===== src/rtl/gtc_pkg.sv =====
// Shared constants and types of the graph three-coloring block.
// Used by gtc_adj_store, gtc_search, graph_three_coloring_top and the testbench; no dependencies.
package gtc_pkg;

  localparam int MAX_V   = 32;
  localparam int VIDX_W  = 5;   // bits of a vertex index
  localparam int CNT_W   = 6;   // bits of a vertex count, up to MAX_V
  localparam int COLOR_W = 2;

  localparam logic [CNT_W-1:0]   MAX_V_CNT = CNT_W'(MAX_V);

  localparam logic [COLOR_W-1:0] NO_COLOR = 2'd0;
  localparam logic [COLOR_W-1:0] COLOR_1  = 2'd1;
  localparam logic [COLOR_W-1:0] COLOR_2  = 2'd2;
  localparam logic [COLOR_W-1:0] COLOR_3  = 2'd3;

  localparam logic REQ_LOAD  = 1'b0;
  localparam logic REQ_START = 1'b1;

  typedef struct packed {
    logic               strobe;
    logic [VIDX_W-1:0]  vertex_id;
    logic [COLOR_W-1:0] vertex_color;
    logic               found;
    logic [COLOR_W-1:0] guard_color;
    logic [CNT_W-1:0]   guard_count;
    logic               last_flag;
  } gtc_result_t;

endpackage


===== src/rtl/gtc_ram.sv =====
// Generic single-port-write, single-port-read RAM with a registered read.
// No dependencies.
module gtc_ram #(
  parameter int WIDTH = 32,
  parameter int DEPTH = 32
) (
  input  logic                     clk,
  input  logic                     we,
  input  logic [$clog2(DEPTH)-1:0] waddr,
  input  logic [WIDTH-1:0]         wdata,
  input  logic                     re,
  input  logic [$clog2(DEPTH)-1:0] raddr,
  output logic [WIDTH-1:0]         rdata
);

  logic [WIDTH-1:0] mem [DEPTH];

  always_ff @(posedge clk) begin
    if (we) begin
      mem[waddr] <= wdata;
    end
    if (re) begin
      rdata <= mem[raddr];
    end
  end

endmodule


===== src/rtl/gtc_adj_store.sv =====
// Adjacency row store: a RAM plus one valid bit per row, so rows read as zero
// until loaded after reset. Depends on gtc_pkg and gtc_ram.
module gtc_adj_store (
  input  logic                      clk,
  input  logic                      rst,
  input  logic                      wr_en,
  input  logic [gtc_pkg::VIDX_W-1:0] wr_addr,
  input  logic [gtc_pkg::MAX_V-1:0]  wr_data,
  input  logic                      rd_en,
  input  logic [gtc_pkg::VIDX_W-1:0] rd_addr,
  output logic [gtc_pkg::MAX_V-1:0]  rd_data
);
  import gtc_pkg::*;

  logic [MAX_V-1:0] row_valid;
  logic             rd_valid;
  logic [MAX_V-1:0] ram_rdata;

  gtc_ram #(
    .WIDTH (MAX_V),
    .DEPTH (MAX_V)
  ) u_ram (
    .clk   (clk),
    .we    (wr_en),
    .waddr (wr_addr),
    .wdata (wr_data),
    .re    (rd_en),
    .raddr (rd_addr),
    .rdata (ram_rdata)
  );

  always_ff @(posedge clk) begin
    if (rst) begin
      row_valid <= '0;
      rd_valid  <= 1'b0;
    end else begin
      if (wr_en) begin
        row_valid[wr_addr] <= 1'b1;
      end
      if (rd_en) begin
        rd_valid <= row_valid[rd_addr];
      end
    end
  end

  assign rd_data = rd_valid ? ram_rdata : '0;

endmodule


===== src/rtl/gtc_search.sv =====
// Backtracking search sequencer: walks a vertex cursor, reads each adjacency
// row from the store, keeps the colors and class counts, then emits results.
// Depends on gtc_pkg.
module gtc_search (
  input  logic                        clk,
  input  logic                        rst,
  input  logic                        go,
  input  logic [gtc_pkg::CNT_W-1:0]   n_vertices,
  output logic                        busy,
  output logic                        adj_rd_en,
  output logic [gtc_pkg::VIDX_W-1:0]  adj_rd_addr,
  input  logic [gtc_pkg::MAX_V-1:0]   adj_rd_data,
  output gtc_pkg::gtc_result_t        result
);
  import gtc_pkg::*;

  typedef enum logic [2:0] {
    S_IDLE,
    S_READ,
    S_EVAL,
    S_GUARD,
    S_EMIT
  } state_t;

  state_t             state;
  logic [VIDX_W-1:0]  cursor;
  logic [CNT_W-1:0]   n_reg;
  logic [CNT_W-1:0]   cnt1;
  logic [CNT_W-1:0]   cnt2;
  logic               found_reg;
  logic [COLOR_W-1:0] gcol;
  logic [CNT_W-1:0]   gcnt;
  logic [COLOR_W-1:0] colors [MAX_V];

  logic [MAX_V-1:0]   use_mask;
  logic [MAX_V-1:0]   has1;
  logic [MAX_V-1:0]   has2;
  logic [MAX_V-1:0]   has3;
  logic               hit1;
  logic               hit2;
  logic               hit3;
  logic [COLOR_W-1:0] cur_color;
  logic [COLOR_W-1:0] pick;
  logic [CNT_W-1:0]   cnt1_next;
  logic [CNT_W-1:0]   cnt2_next;
  logic [CNT_W-1:0]   cnt3;
  logic               at_last;

  always_comb begin
    for (int i = 0; i < MAX_V; i++) begin
      use_mask[i] = (CNT_W'(i) < n_reg);
      has1[i]     = (colors[i] == COLOR_1);
      has2[i]     = (colors[i] == COLOR_2);
      has3[i]     = (colors[i] == COLOR_3);
    end
    hit1 = |(adj_rd_data & use_mask & has1);
    hit2 = |(adj_rd_data & use_mask & has2);
    hit3 = |(adj_rd_data & use_mask & has3);
    cur_color = colors[cursor];

    // Resume from the color after the current one, as the recursion does.
    pick = NO_COLOR;
    if (cur_color == NO_COLOR && !hit1) begin
      pick = COLOR_1;
    end else if ((cur_color == NO_COLOR || cur_color == COLOR_1) && !hit2) begin
      pick = COLOR_2;
    end else if (cur_color != COLOR_3 && !hit3) begin
      pick = COLOR_3;
    end

    cnt1_next = cnt1;
    cnt2_next = cnt2;
    if (cur_color == COLOR_1) begin
      cnt1_next = cnt1_next - 1'b1;
    end
    if (cur_color == COLOR_2) begin
      cnt2_next = cnt2_next - 1'b1;
    end
    if (pick == COLOR_1) begin
      cnt1_next = cnt1_next + 1'b1;
    end
    if (pick == COLOR_2) begin
      cnt2_next = cnt2_next + 1'b1;
    end

    // Uncolored vertices fall into class 3.
    cnt3    = n_reg - cnt1 - cnt2;
    at_last = ({1'b0, cursor} + 1'b1) == n_reg;
  end

  assign busy        = (state != S_IDLE);
  assign adj_rd_en   = (state == S_READ);
  assign adj_rd_addr = cursor;

  always_ff @(posedge clk) begin
    if (rst) begin
      state            <= S_IDLE;
      cursor           <= '0;
      n_reg            <= '0;
      cnt1             <= '0;
      cnt2             <= '0;
      result.strobe    <= 1'b0;
      result.last_flag <= 1'b0;
    end else begin
      result.strobe    <= 1'b0;
      result.last_flag <= 1'b0;
      case (state)
        S_IDLE: begin
          if (go && n_vertices != '0) begin
            for (int i = 0; i < MAX_V; i++) begin
              colors[i] <= NO_COLOR;
            end
            n_reg  <= n_vertices;
            cursor <= '0;
            cnt1   <= '0;
            cnt2   <= '0;
            state  <= S_READ;
          end
        end
        S_READ: begin
          state <= S_EVAL;
        end
        S_EVAL: begin
          colors[cursor] <= pick;
          cnt1           <= cnt1_next;
          cnt2           <= cnt2_next;
          if (pick != NO_COLOR) begin
            if (at_last) begin
              found_reg <= 1'b1;
              state     <= S_GUARD;
            end else begin
              cursor <= cursor + 1'b1;
              state  <= S_READ;
            end
          end else if (cursor == '0) begin
            found_reg <= 1'b0;
            state     <= S_GUARD;
          end else begin
            cursor <= cursor - 1'b1;
            state  <= S_READ;
          end
        end
        S_GUARD: begin
          if (cnt1 < cnt2 && cnt1 < cnt3) begin
            gcol <= COLOR_1;
            gcnt <= cnt1;
          end else if (cnt2 < cnt1 && cnt2 < cnt3) begin
            gcol <= COLOR_2;
            gcnt <= cnt2;
          end else begin
            gcol <= COLOR_3;
            gcnt <= cnt3;
          end
          cursor <= '0;
          state  <= S_EMIT;
        end
        S_EMIT: begin
          result.strobe       <= 1'b1;
          result.vertex_id    <= cursor;
          result.vertex_color <= colors[cursor];
          result.found        <= found_reg;
          result.last_flag    <= at_last;
          result.guard_color  <= at_last ? gcol : NO_COLOR;
          result.guard_count  <= at_last ? gcnt : '0;
          if (at_last) begin
            state <= S_IDLE;
          end else begin
            cursor <= cursor + 1'b1;
          end
        end
        default: begin
          state <= S_IDLE;
        end
      endcase
    end
  end

  a_counts_bounded: assert property (@(posedge clk) disable iff (rst)
    (state != S_IDLE) |-> (({1'b0, cnt1} + {1'b0, cnt2}) <= {1'b0, n_reg}))
    else $error("color class counts exceed vertex count");

  a_cursor_in_range: assert property (@(posedge clk) disable iff (rst)
    (state == S_EVAL || state == S_EMIT) |-> ({1'b0, cursor} < n_reg))
    else $error("search cursor beyond vertex count");

  a_fail_uncolored: assert property (@(posedge clk) disable iff (rst)
    (result.strobe && !result.found) |-> (result.vertex_color == NO_COLOR))
    else $error("colored vertex reported without a coloring");

  a_found_colored: assert property (@(posedge clk) disable iff (rst)
    (result.strobe && result.found) |-> (result.vertex_color != NO_COLOR))
    else $error("uncolored vertex reported with a coloring");

  a_read_then_eval: assert property (@(posedge clk) disable iff (rst)
    (state == S_READ) |=> (state == S_EVAL))
    else $error("row evaluated without a read");

endmodule


===== src/rtl/graph_three_coloring_top.sv =====
// Top level of the graph three-coloring block: command decode, vertex count
// register, adjacency store and search sequencer. Depends on gtc_pkg,
// gtc_adj_store and gtc_search.
//
//   channel   | handshake                 | payload
//   ----------+---------------------------+--------------------------------------
//   request   | start in, busy out        | req_type, row_index, row_bits
//   result    | result_strobe out         | vertex_id, vertex_color, found,
//             |                           | guard_color, guard_count, last_flag
//   config    | cfg_wr_en in              | cfg_wr_data (num_vertices)
//
// A row load leaves busy low, so loads can arrive every cycle while no search runs.
// A start request runs the search: each search step is an adjacency RAM read,
// then evaluation of all three colors; then the guard class is chosen, then
// one result per cycle for n vertices. Total time is data dependent.
// Reset clears all adjacency rows at once through per-row valid bits.
// The receiver cannot stall; results are shown for exactly one cycle each.
module graph_three_coloring_top (
  input  logic                          clk,
  input  logic                          rst,
  input  logic                          start,
  output logic                          busy,
  input  logic                          req_type,
  input  logic [gtc_pkg::VIDX_W-1:0]    row_index,
  input  logic [gtc_pkg::MAX_V-1:0]     row_bits,
  input  logic                          cfg_wr_en,
  input  logic [gtc_pkg::CNT_W-1:0]     cfg_wr_data,
  output logic                          result_strobe,
  output logic [gtc_pkg::VIDX_W-1:0]    vertex_id,
  output logic [gtc_pkg::COLOR_W-1:0]   vertex_color,
  output logic                          found,
  output logic [gtc_pkg::COLOR_W-1:0]   guard_color,
  output logic [gtc_pkg::CNT_W-1:0]     guard_count,
  output logic                          last_flag
);
  import gtc_pkg::*;

  logic [CNT_W-1:0]  num_vertices;
  logic [CNT_W-1:0]  n_sat;
  logic              req_accept;
  logic              load_en;
  logic              search_go;
  logic              adj_rd_en;
  logic [VIDX_W-1:0] adj_rd_addr;
  logic [MAX_V-1:0]  adj_rd_data;
  gtc_result_t       result;

  always_ff @(posedge clk) begin
    if (rst) begin
      num_vertices <= MAX_V_CNT;
    end else if (cfg_wr_en) begin
      num_vertices <= cfg_wr_data;
    end
  end

  assign n_sat      = (num_vertices > MAX_V_CNT) ? MAX_V_CNT : num_vertices;
  assign req_accept = start && !busy;
  assign load_en    = req_accept && (req_type == REQ_LOAD);
  assign search_go  = req_accept && (req_type == REQ_START);

  gtc_adj_store u_adj (
    .clk     (clk),
    .rst     (rst),
    .wr_en   (load_en),
    .wr_addr (row_index),
    .wr_data (row_bits),
    .rd_en   (adj_rd_en),
    .rd_addr (adj_rd_addr),
    .rd_data (adj_rd_data)
  );

  gtc_search u_search (
    .clk         (clk),
    .rst         (rst),
    .go          (search_go),
    .n_vertices  (n_sat),
    .busy        (busy),
    .adj_rd_en   (adj_rd_en),
    .adj_rd_addr (adj_rd_addr),
    .adj_rd_data (adj_rd_data),
    .result      (result)
  );

  assign result_strobe = result.strobe;
  assign vertex_id     = result.vertex_id;
  assign vertex_color  = result.vertex_color;
  assign found         = result.found;
  assign guard_color   = result.guard_color;
  assign guard_count   = result.guard_count;
  assign last_flag     = result.last_flag;

endmodule


===== config.mk =====
export PLATFORM = sky130hd
export DESIGN_NAME = graph_three_coloring_top
export DESIGN_NICKNAME = d
export VERILOG_FILES = /design/src/rtl/gtc_pkg.sv /design/src/rtl/gtc_ram.sv /design/src/rtl/gtc_adj_store.sv /design/src/rtl/gtc_search.sv /design/src/rtl/graph_three_coloring_top.sv
export SDC_FILE = /design/constraint.sdc
export NUM_CORES = 1
export LEC_CHECK = 0
export BUFFER_PORTS_ARGS = -buffer_cell sky130_fd_sc_hd__buf_2
export CAP_MARGIN = 15
export CORE_MARGIN = 3
export CORE_UTILIZATION = 35
export CTS_CLUSTER_DIAMETER = 150
export CTS_CLUSTER_SIZE = 30
export DETAILED_ROUTE_END_ITERATION = 16
export PLACE_DENSITY_LB_ADDON = 0.15
export SLEW_MARGIN = 20
export SYNTH_ARGS = -nofsm -noshare
export SYNTH_HDL_FRONTEND = slang
export SYNTH_HIERARCHICAL = 1
export SYNTH_SLANG_ARGS = --single-unit
export TNS_END_PERCENT = 20

===== constraint.sdc =====
create_clock -name clk -period 4.08 [get_ports clk]
set_input_delay 1.224 -clock clk [delete_from_list [all_inputs] [get_ports clk]]
set_output_delay 1.224 -clock clk [all_outputs]
set_load 0.02 [all_outputs]

Word-level counts from Yosys, hierarchy flattened
Memories as Yosys holds them, arrays and structs flattened. A register that Yosys moved wholly into a read port is not among the register bits.
Cells that the tools add are included.
{"block": "word_totals", "latchBits": 0, "ramBits": 1088, "mem_count": 2, "in_bits": 48, "mem_bits_ro": 0, "out_inout_bits": 19, "register_bits": 92}
{"memory": "u_adj.u_ram.mem", "depth": 32, "word_bits": 32, "rd": 1, "rd_clocked_by_memory_dff": 1, "write_ports": 1, "line_no": "gtc_ram.sv:16", "rtl": "logic [WIDTH-1:0] mem [DEPTH];"}
{"memory": "u_search.colors", "depth": 32, "word_bits": 2, "rd": 33, "rd_clocked_by_memory_dff": 1, "write_ports": 32, "line_no": "gtc_search.sv:33", "rtl": "logic [COLOR_W-1:0] colors [MAX_V];"}
{"block": "op_classes", "n_bitwise": 8, "n_reduce_logical": 36, "div": 0, "shifts": 0, "n_eq_ne": 110, "add_sub_neg": 9, "multipliers": 0, "order_cmp": 40, "n_mux": 50}
{"cell": "2-bit equality test (second input constant)", "count": 66}
{"cell": "32-bit AND", "count": 4}
{"cell": "5-bit by 6-bit < comparator with 1-bit output (first input constant)", "count": 16}
{"cell": "32-bit OR reduction", "count": 3}
{"cell": "2-bit by 1-bit equality test with 1-bit output (second input constant)", "count": 34}
{"cell": "6-bit two-way mux", "count": 9}
{"cell": "4-bit by 6-bit < comparator with 1-bit output (first input constant)", "count": 8}
{"cell": "5-bit two-way mux", "count": 7}
{"cell": "32-bit two-way mux", "count": 1}
{"cell": "32-bit bitwise OR", "count": 1}
{"cell": "3-bit by 6-bit < comparator with 1-bit output (first input constant)", "count": 4}
{"cell": "6-bit < comparator", "count": 4}
{"cell": "6-bit one-hot mux with 2 select lines", "count": 2}
{"cell": "5-bit one-hot mux with 4 select lines", "count": 1}
{"cell": "18-bit two-way mux", "count": 1}
{"cell": "1-bit two-way mux", "count": 16}
{"cell": "3-bit one-hot mux with 5 select lines", "count": 1}
{"cell": "2-bit two-way mux", "count": 7}
{"cell": "6-bit by 1-bit adder with 6-bit output (second input constant)", "count": 2}
{"cell": "1-bit by 6-bit < comparator with 1-bit output (first input constant)", "count": 2}
{"cell": "2-bit by 6-bit < comparator with 1-bit output (first input constant)", "count": 2}
{"cell": "5-bit by 6-bit < comparator with 1-bit output (second input constant)", "count": 2}
{"cell": "6-bit by 1-bit subtractor with 6-bit output (second input constant)", "count": 2}
{"cell": "6-bit subtractor", "count": 2}
{"cell": "other kinds (30)", "count": 56}

Logic depth before layout (Yosys ltp)
Gate-level depths: netlist of the first run.
{"block": "depth", "ltp_word": 14, "mapped_depth": 15, "depth_no_buf": 14}

Cells and area by module
The synthesis of the first run kept the hierarchy.
{"module": "gtc_ram", "seq_area_each_um2": 31710.4, "instances": 1, "area_per_inst_um2": 40805.4, "cells_per_inst": 2260}
{"module": "gtc_search", "seq_area_each_um2": 3333.2, "instances": 1, "area_per_inst_um2": 8406.8, "cells_per_inst": 956}
{"module": "gtc_adj_store", "seq_area_each_um2": 660.6, "instances": 1, "area_per_inst_um2": 1614.0, "cells_per_inst": 195}
{"module": "graph_three_coloring_top", "seq_area_each_um2": 120.1, "instances": 1, "area_per_inst_um2": 267.8, "cells_per_inst": 27}

Worst setup path before layout of the first run
Ideal clock, no wire load.
{"block": "synth_path", "path_type": "input -> register", "startpoint": "input start", "endpoint": "memory u_adj.u_ram.mem[12][0], enable pin", "path_buffers": 1, "setup_ns": 0.421, "slack_ns": -0.050, "required_time_ns": 3.659, "t_arrival_ns": 3.709, "cell_stages": 4, "cell_sequence": "nor3b_1 -> or3b_2 -> clkbuf_1 -> nor2_1"}
{"block": "synth_via", "elab_chain_len": 4}
{"item": "start, declared", "line_no": "graph_three_coloring_top.sv:21", "rtl": "input logic start,"}
{"item": "1-bit logical AND", "line_no": "graph_three_coloring_top.sv:57", "rtl": "assign req_accept = start && !busy;"}
{"item": "1-bit logical AND", "line_no": "graph_three_coloring_top.sv:58", "rtl": "assign load_en = req_accept && (req_type == REQ_LOAD);"}
{"item": "1-bit two-way mux", "line_no": "gtc_ram.sv:19", "rtl": "if (we) begin"}
{"item": "1-bit two-way mux (implied by the code)", "line_no": "gtc_ram.sv:20", "rtl": "mem[waddr] <= wdata;"}
{"item": "end, declared", "line_no": "gtc_ram.sv:16"}
Every way passes these cells.

==> metrics, run 1 <==
Setup Crit Path Kind reg -> reg; Compound-Gate Fraction of Synth Area 0.0707; largest family of logic cells by synthesized area multiplexers; slowest CP cell a2111oi_0; Chip Width slightly below 400 microns; r2r worst-path depth 13; number of synthesized flops with an enable pin between 1,000 and 1,500; CP Launch Type flip-flop; Mapped Area approximately 51,000 sq um; ys async rst share 0; Final #Nets about 3,600; Avg WL per Cell roughly 27 microns; CTS Buf Count 46; multiplexer share of the synthesized area 0.115; clock buffer depth 3; Top Usage Layer GRT met2; CP Capture Type flip-flop; cell count after synthesis between 3,000 and 4,000; largest cells by area after synthesis edfxtp_1 (67%), mux2i_1 (11%), dfxtp_1 (2.8%); biggest regs u_adj/u_ram/mem: 1024 flops, u_search/colors: 64 flops; IO Count 67; most common cell in the netlist edfxtp_1; Yosys top cell area share 0.673; relative slew slack 0.324; H-tree levels 2; fin crit period ~4 ns; clk_skew roughly 0.045 ns; CP required 4.73 ns; Worst R2R Start u_search/n_reg[3]; antenna violations before repair 9; outcome complete, no violations; Final Hold Viols 0; Core Rows roughly 140; Final period util 0.982; DRT iter0 DRCs roughly 2,400; grt total ovfl 0; min-delay worst type reg -> reg; slowest stage delay, CP ~0.76 ns; maximum VDD drop around 0.34 mV; #FFs+latches synth around 1,200; Via density 5.39; clock latency on the worst-skew pair roughly 0.7 ns; max_cap viols 0; max FFs per register 1,024; final setup margin slightly above 0.07 ns; Synth Area in XOR/XNOR 0.00326; setup TNS 0 ns; max frequency 250 MHz; hold slack a little under 0.5 ns; Synth Warn # 6; Avg Cell Area, Syn 14.9 sq um; hold_buf cts 0; clk sink count between 1,000 and 1,500; reg2reg setup slack 0.07 ns; Die ar. approximately 150,000 sq um; die height 388 microns; root buffer cell clkbuf_16; Synth area leader edfxtp_1; post-synthesis simple-gate area fraction 0.0759; largest net degree at the start of global routing a little under 80; top cells by count, synth edfxtp_1 (1,145), mux2i_1 (581), nand2_1 (232), nor2_1 (190), a21oi_1 (172); CTS tree yes; DR pass1 iterations 5; CTS clk-pin slew, worst paths between 0.1 and 0.15 ns; actual slew at the worst max-slew pin 1.01 ns; Worst Hold Depth 2; critical-path cell list buf_4 > buf_4 > nand3_1 > a21boi_0 > and3_1 > a2111oi_0 > nand4_1 > a2111o_1 > nand3b_1 > buf_12 > mux2_2 > o32ai_1 > a32o_1; M3 GR Usage 0.0222; layout cells sized above 1 0.104; Starting Density 0.354; GRT met2 Usage 0.312; # DRC 0; RSZ-0062 raised after global routing no; Placement Setup Slack between 0.2 and 0.3 ns; grt met1 use 0.269; crit-path max FO 12; via count 29,420; Endpoint, Worst Hold u_adj/row_valid[7]; area growth from synthesis to layout 10.4%; leak pwr ~17 nW; vias in the first global route approximately 29,000; first-pass GRT wire length between 200 and 250 mm; PwrDens between 300 and 400 nW/um^2; Synth cell types 80; Adder-Cell Fraction of Synth Area 0.0103; most common cell type on the critical path buf_4; Global Route Usage Sum 0.189; Synth Flop Type edfxtp_1; setup violators final 0; Core ar. about 140,000 sq um; Syn Nets 3,525; Worst EP arrival about 4.7 ns; Post-DRT Antenna Nets 0; final wirelength between 100 and 150 mm; fin. max-slew vios 0; Post-CTS Repair Setup Buffers 0; # fillers roughly 14,000; hold wc startpoint u_adj/row_valid[7]; cts repair resizes 0; Largest Register u_adj/u_ram/mem; sequential-to-total area share from yosys stat 0.701; Final HPWL DP slightly above 90 mm; Final Wtd Congestion between 0.8 and 0.9; port buffer count 66
## layout by cell type, fill, tap and decap left out, types with 6 or more instances in the layout
cell,Yosys,final
a211oi_1,14,14
a21o_1,10,10
a21oi_1,172,171
a22o_1,67,67
a22oi_1,111,111
a31oi_1,44,44
a32o_1,6,6
a41oi_1,6,6
and2_1,48,47
and3_1,14,14
buf_12,1,57
buf_2,27,66
buf_4,33,127
clkbuf_1,99,6
clkbuf_16,0,46
dfxtp_1,72,71
edfxtp_1,1145,1145
ha_1,34,34
inv_1,44,44
mux2i_1,581,581
nand2_1,232,231
nand2b_1,12,10
nand3_1,134,134
nand3b_1,20,20
nand4_1,10,10
nor2_1,190,155
nor2_4,0,34
nor2b_1,21,20
nor3_1,58,56
nor3b_1,8,8
nor4_1,12,12
o211ai_1,8,8
o21ai_0,34,34
o22ai_1,9,9
or2_2,6,6
or3_1,7,7
xnor2_1,15,15
## how the worst max path moves through the flow
stage                              endpoint  slack, ns               from  cells past startpoint
finish                            flip-flop       0.07  u_search/n_reg[3]                     13
global route                      flip-flop       0.02  u_search/n_reg[3]                     13
detailed placement  u_search/adj_rd_addr[1]       0.26  u_search/n_reg[3]                     13
CTS                               flip-flop       0.20  u_search/n_reg[3]                     13
global placement    u_search/adj_rd_addr[1]       0.25  u_search/n_reg[3]                     13
floorplan            u_adj/u_ram/mem[12][0]      -0.05              start                      4
## metal layers
metal	vias to the layer above	wire, microns	part of all wire
met5	-	49	0.00034
met4	6	2580	0.018
met3	114	5720	0.039
met2	562	69700	0.48
met1	15345	67100	0.46
li1	13393	-	-
## final cells by class
cell class                      instances  area, sq um  share of cell area
Antenna cell                            5         12.5            0.000222
Clock buffer                           52         1170              0.0208
Tap cell                             1903         2380              0.0422
Sequential cell                      1217        35800               0.635
Inverter                               44          165             0.00293
Multi-Input combinational cell       1984        14300               0.254
Timing Repair Buffer                  250         2420              0.0430
Clock inverter                          5         78.8             0.00140
## kinds of logic after synthesis
| group | after synthesis |
|---|---|
| buffers and inverters | 237 |
| AOI/OAI and AO/OA | 535 |
| adders and majority gates | 39 |
| xor gates and xnor gates | 19 |
| and+or+nand+nor | 805 |
| DFF | 1217 |
| muxes | 586 |
## power by group
group	internal, mW	total [mW]	leakage, nW	switching, mW
logic	0.249	0.834	5.55	0.586
clock network	2.10	5.82	0.609	3.72
registers	13.7	13.8	10.9	0.0540
## worst max-delay path, delay by kind of cell, from the launching register on
| kind | cells | cell delay (ns) |
|---|---|---|
| flip-flops | 1 | 0.40 |
| buffers and inverters | 3 | 0.52 |
| AO/OA/AOI/OAI | 5 | 1.89 |
| multiplexers | 1 | 0.33 |
| AND/OR/NAND/NOR | 4 | 0.78 |
## per-stage QoR
step,instances,total power [mW],util,instance area (sq um)
after floorplan,3438,14.5,-,51100
after global placement,5398,14.9,0.382,55100
after detailed placement,5398,14.9,0.382,55100
after CTS,5455,20.7,0.391,56400
after global routing,5457,21.1,0.391,56400
final,5460,20.4,0.391,56400
Power figures use the tool's default switching activity.
==> inputs of run 2 (changes only) <==
- ABC_AREA: default -> 1
==> run 2 against run 1 <==
Net effect:
- first-iteration DRC count grew 33%
- highest routed layer unchanged
- clock skew is 0.020 ns lower
- register-to-register slack better by 0.55 ns
- global-route usage increased by 0.82 points
- critical path depth rose by 4
- clock power increased by 3%
- largest power group unchanged
- critical path type unchanged
- clock-buffer cell count up 10
==> metrics, run 2 <==
outcome complete, no violations; sequential-to-total area share from yosys stat 0.669; cts repair resizes 0; slowest CP cell fa_1; fin crit period ~3.5 ns; number of synthesized flops with an enable pin ~1,100; CTS clk-pin slew, worst paths between 0.1 and 0.15 ns; Flop pwr share 0.587; relative slew slack 0.406; Post-DRT Antenna Nets 0; Synth Warn # 6; multiplexer share of the synthesized area 0; largest family of logic cells by synthesized area simple AND/OR/NAND/NOR gates; DRT iter0 DRCs between 3,000 and 4,000; H-tree levels 2; Global Route Usage Sum 0.197; max_cap viols 0; actual slew at the worst max-slew pin roughly 0.9 ns; Final Hold Viols 0; slowest stage delay, CP 0.45 ns; min-delay worst type reg -> reg; commonest non-fill, non-tap cell in the layout nand2_1; # DRC 0; Final period util 0.847; Yosys top cell area share 0.642; Setup Crit Path Kind reg -> reg; Sw Pwr roughly 6.7 mW; clk_skew 0.0250 ns; vias in the first global route around 34,000; crit-path max FO 7; max FFs per register ~1,000; Core Rows between 100 and 150; grt total ovfl 0; clock latency on the worst-skew pair around 0.69 ns; r2r worst-path depth 17; Sw Share 0.284; Synth cell types 48; CTS Buf Count 46; Synth Flop Type edfxtp_1; Avg WL per Cell 22.4 microns; first-pass GRT wire length 233 mm; port buffer count between 60 and 70; Final #Nets between 5,000 and 6,000; most common cell in the netlist nand2_1; Avg Cell Area, Syn between 10 and 15 sq um; layout cells sized above 1 0.0702; ys async rst share 0; Chip Width just under 400 microns; total power around 24 mW; most common cell type on the critical path a21oi_1; via count 36,250; CP Capture Type flip-flop; biggest regs u_adj/u_ram/mem: 1024 flops, u_search/colors: 64 flops; Starting Density 0.355; most frequent cells in the layout nand2_1 (1,846), edfxtp_1 (1,145), nand3_1 (957), nor2_1 (230), inv_1 (177); clock buffer depth 3; Syn Nets approximately 5,200; final wirelength between 150 and 200 mm; leak pwr approximately 21 nW; power share of the clock group 0.254; RSZ-0062 raised after global routing no; Worst EP arrival 3.89 ns; area growth from synthesis to layout 7.16%; die height 397 microns; Via density ~5; fin. max-slew vios 0; largest cells by area after synthesis edfxtp_1 (64%), nand2_1 (13%), nand3_1 (8.9%); clk sink count ~1,200; antenna violations before repair 6; CP required roughly 4.5 ns; max frequency 289 MHz; root buffer cell clkbuf_16; Final HPWL DP between 90 and 100 mm; setup TNS 0 ns; Die ar. roughly 160,000 sq um; hold_buf cts 0; Worst Hold Depth 0; Largest Register u_adj/u_ram/mem; Synth area leader edfxtp_1; CP Launch Type flip-flop; Synth Area in XOR/XNOR 0.00344; Compound-Gate Fraction of Synth Area 0.0132; Final Util 0.380; DR pass1 iterations 5; maximum VDD drop a little under 0.3 mV; IO Count 67; Adder-Cell Fraction of Synth Area 0.00982; post-synthesis simple-gate area fraction 0.255; CTS tree yes; largest net degree at the start of global routing 156; setup violators final 0; Final Wtd Congestion 0.875; cell count after synthesis around 5,100; PwrDens roughly 410 nW/um^2; Core ar. 151,000 sq um; #FFs+latches synth approximately 1,200; critical-path cell list inv_1 > fa_1 > ha_1 > a21oi_1 > nand2_1 > nand2_1 > nand2_1 > a21oi_1 > xor2_1 > ha_1 > a21oi_1 > o21ai_0 > a21oi_1 > nand3_1 > buf_4 > o211ai_1 > o21ai_0; Mapped Area 53,500 sq um; # fillers ~15,000; cell-internal power between 15 and 20 mW; Logic pwr share 0.159; top cells by count, synth nand2_1 (1,846), edfxtp_1 (1,145), nand3_1 (957), nor2_1 (264), inv_1 (179); Post-CTS Repair Setup Buffers 0
## run 2: path summary, 6_finish.rpt
| kind | slack [ns] | to | from |
|---|---|---|---|
| worst min-delay path | 0.45 | u_search/result[9] | u_search/found_reg |
| worst max-delay path | 0.62 | u_search/gcnt[5] | u_search/cnt2[0] |
| worst min register to register | 0.45 | u_search/result[9] | u_search/found_reg |
| worst max register to register | 0.62 | u_search/gcnt[5] | u_search/cnt2[0] |
## run 2: cells by family (layout without fill, tap and decap cells)
group	Yosys count	in the layout
simple gates	3194	3194
flops	1217	1217
buf+inv	468	465
compound gates	132	132
fa+ha+maj	39	39
xor+xnor	21	21
other cells	0	3
## run 2: cell type report
type,count,area (sq um),share of cell area
Sequential cell,1217,35800,0.625
Clock inverter,4,42.5,0.000742
Inverter,197,782,0.0136
Clock buffer,62,1250,0.0219
Timing Repair Buffer,202,1560,0.0273
Multi-Input combinational cell,3386,15300,0.268
Antenna cell,3,7.51,0.000131
Tap cell,2016,2520,0.0440
## run 2: stage by stage
stage / setup WS, ns / hold slack (ns) / cells / area (sq um)
finish: 0.625 / 0.453 / 7087 / 57400
global route: 0.181 / 0.481 / 7085 / 57400
CTS: 0.588 / 0.457 / 7084 / 57400
detailed placement: 0.607 / 0.427 / 7018 / 56100
global placement: 0.552 / 0.414 / 7018 / 56100
floorplan: 0.333 / 0.400 / 5071 / 53500
## run 2: layer usage
metal | GRT usage | vias to the layer above | share of wire
li1 | - | 17229 | -
met1 | 0.282 | 18035 | 0.46
met2 | 0.326 | 850 | 0.47
met3 | 0.0199 | 134 | 0.045
met4 | 0.0375 | 2 | 0.018
met5 | 0 | - | 0.000082
## run 2: worst max-delay path: cells and delay by family (launching register included)
family | cells | cell delay, ns
fa+ha+maj | 3 | 0.95
compound gates | 7 | 0.93
flops | 1 | 0.42
buf+inv | 2 | 0.37
simple gates | 4 | 0.33
xor+xnor | 1 | 0.21
## run 2: power groups by stage
stage	combinational [mW]	sequential [mW]	clock [mW]
finish	3.75	13.9	6.01
CTS	3.78	13.9	6.24
global placement	3.77	14.1	0
detailed placement	3.77	14.1	0
floorplan	2.52	14.1	0
global route	4.17	13.9	6.61
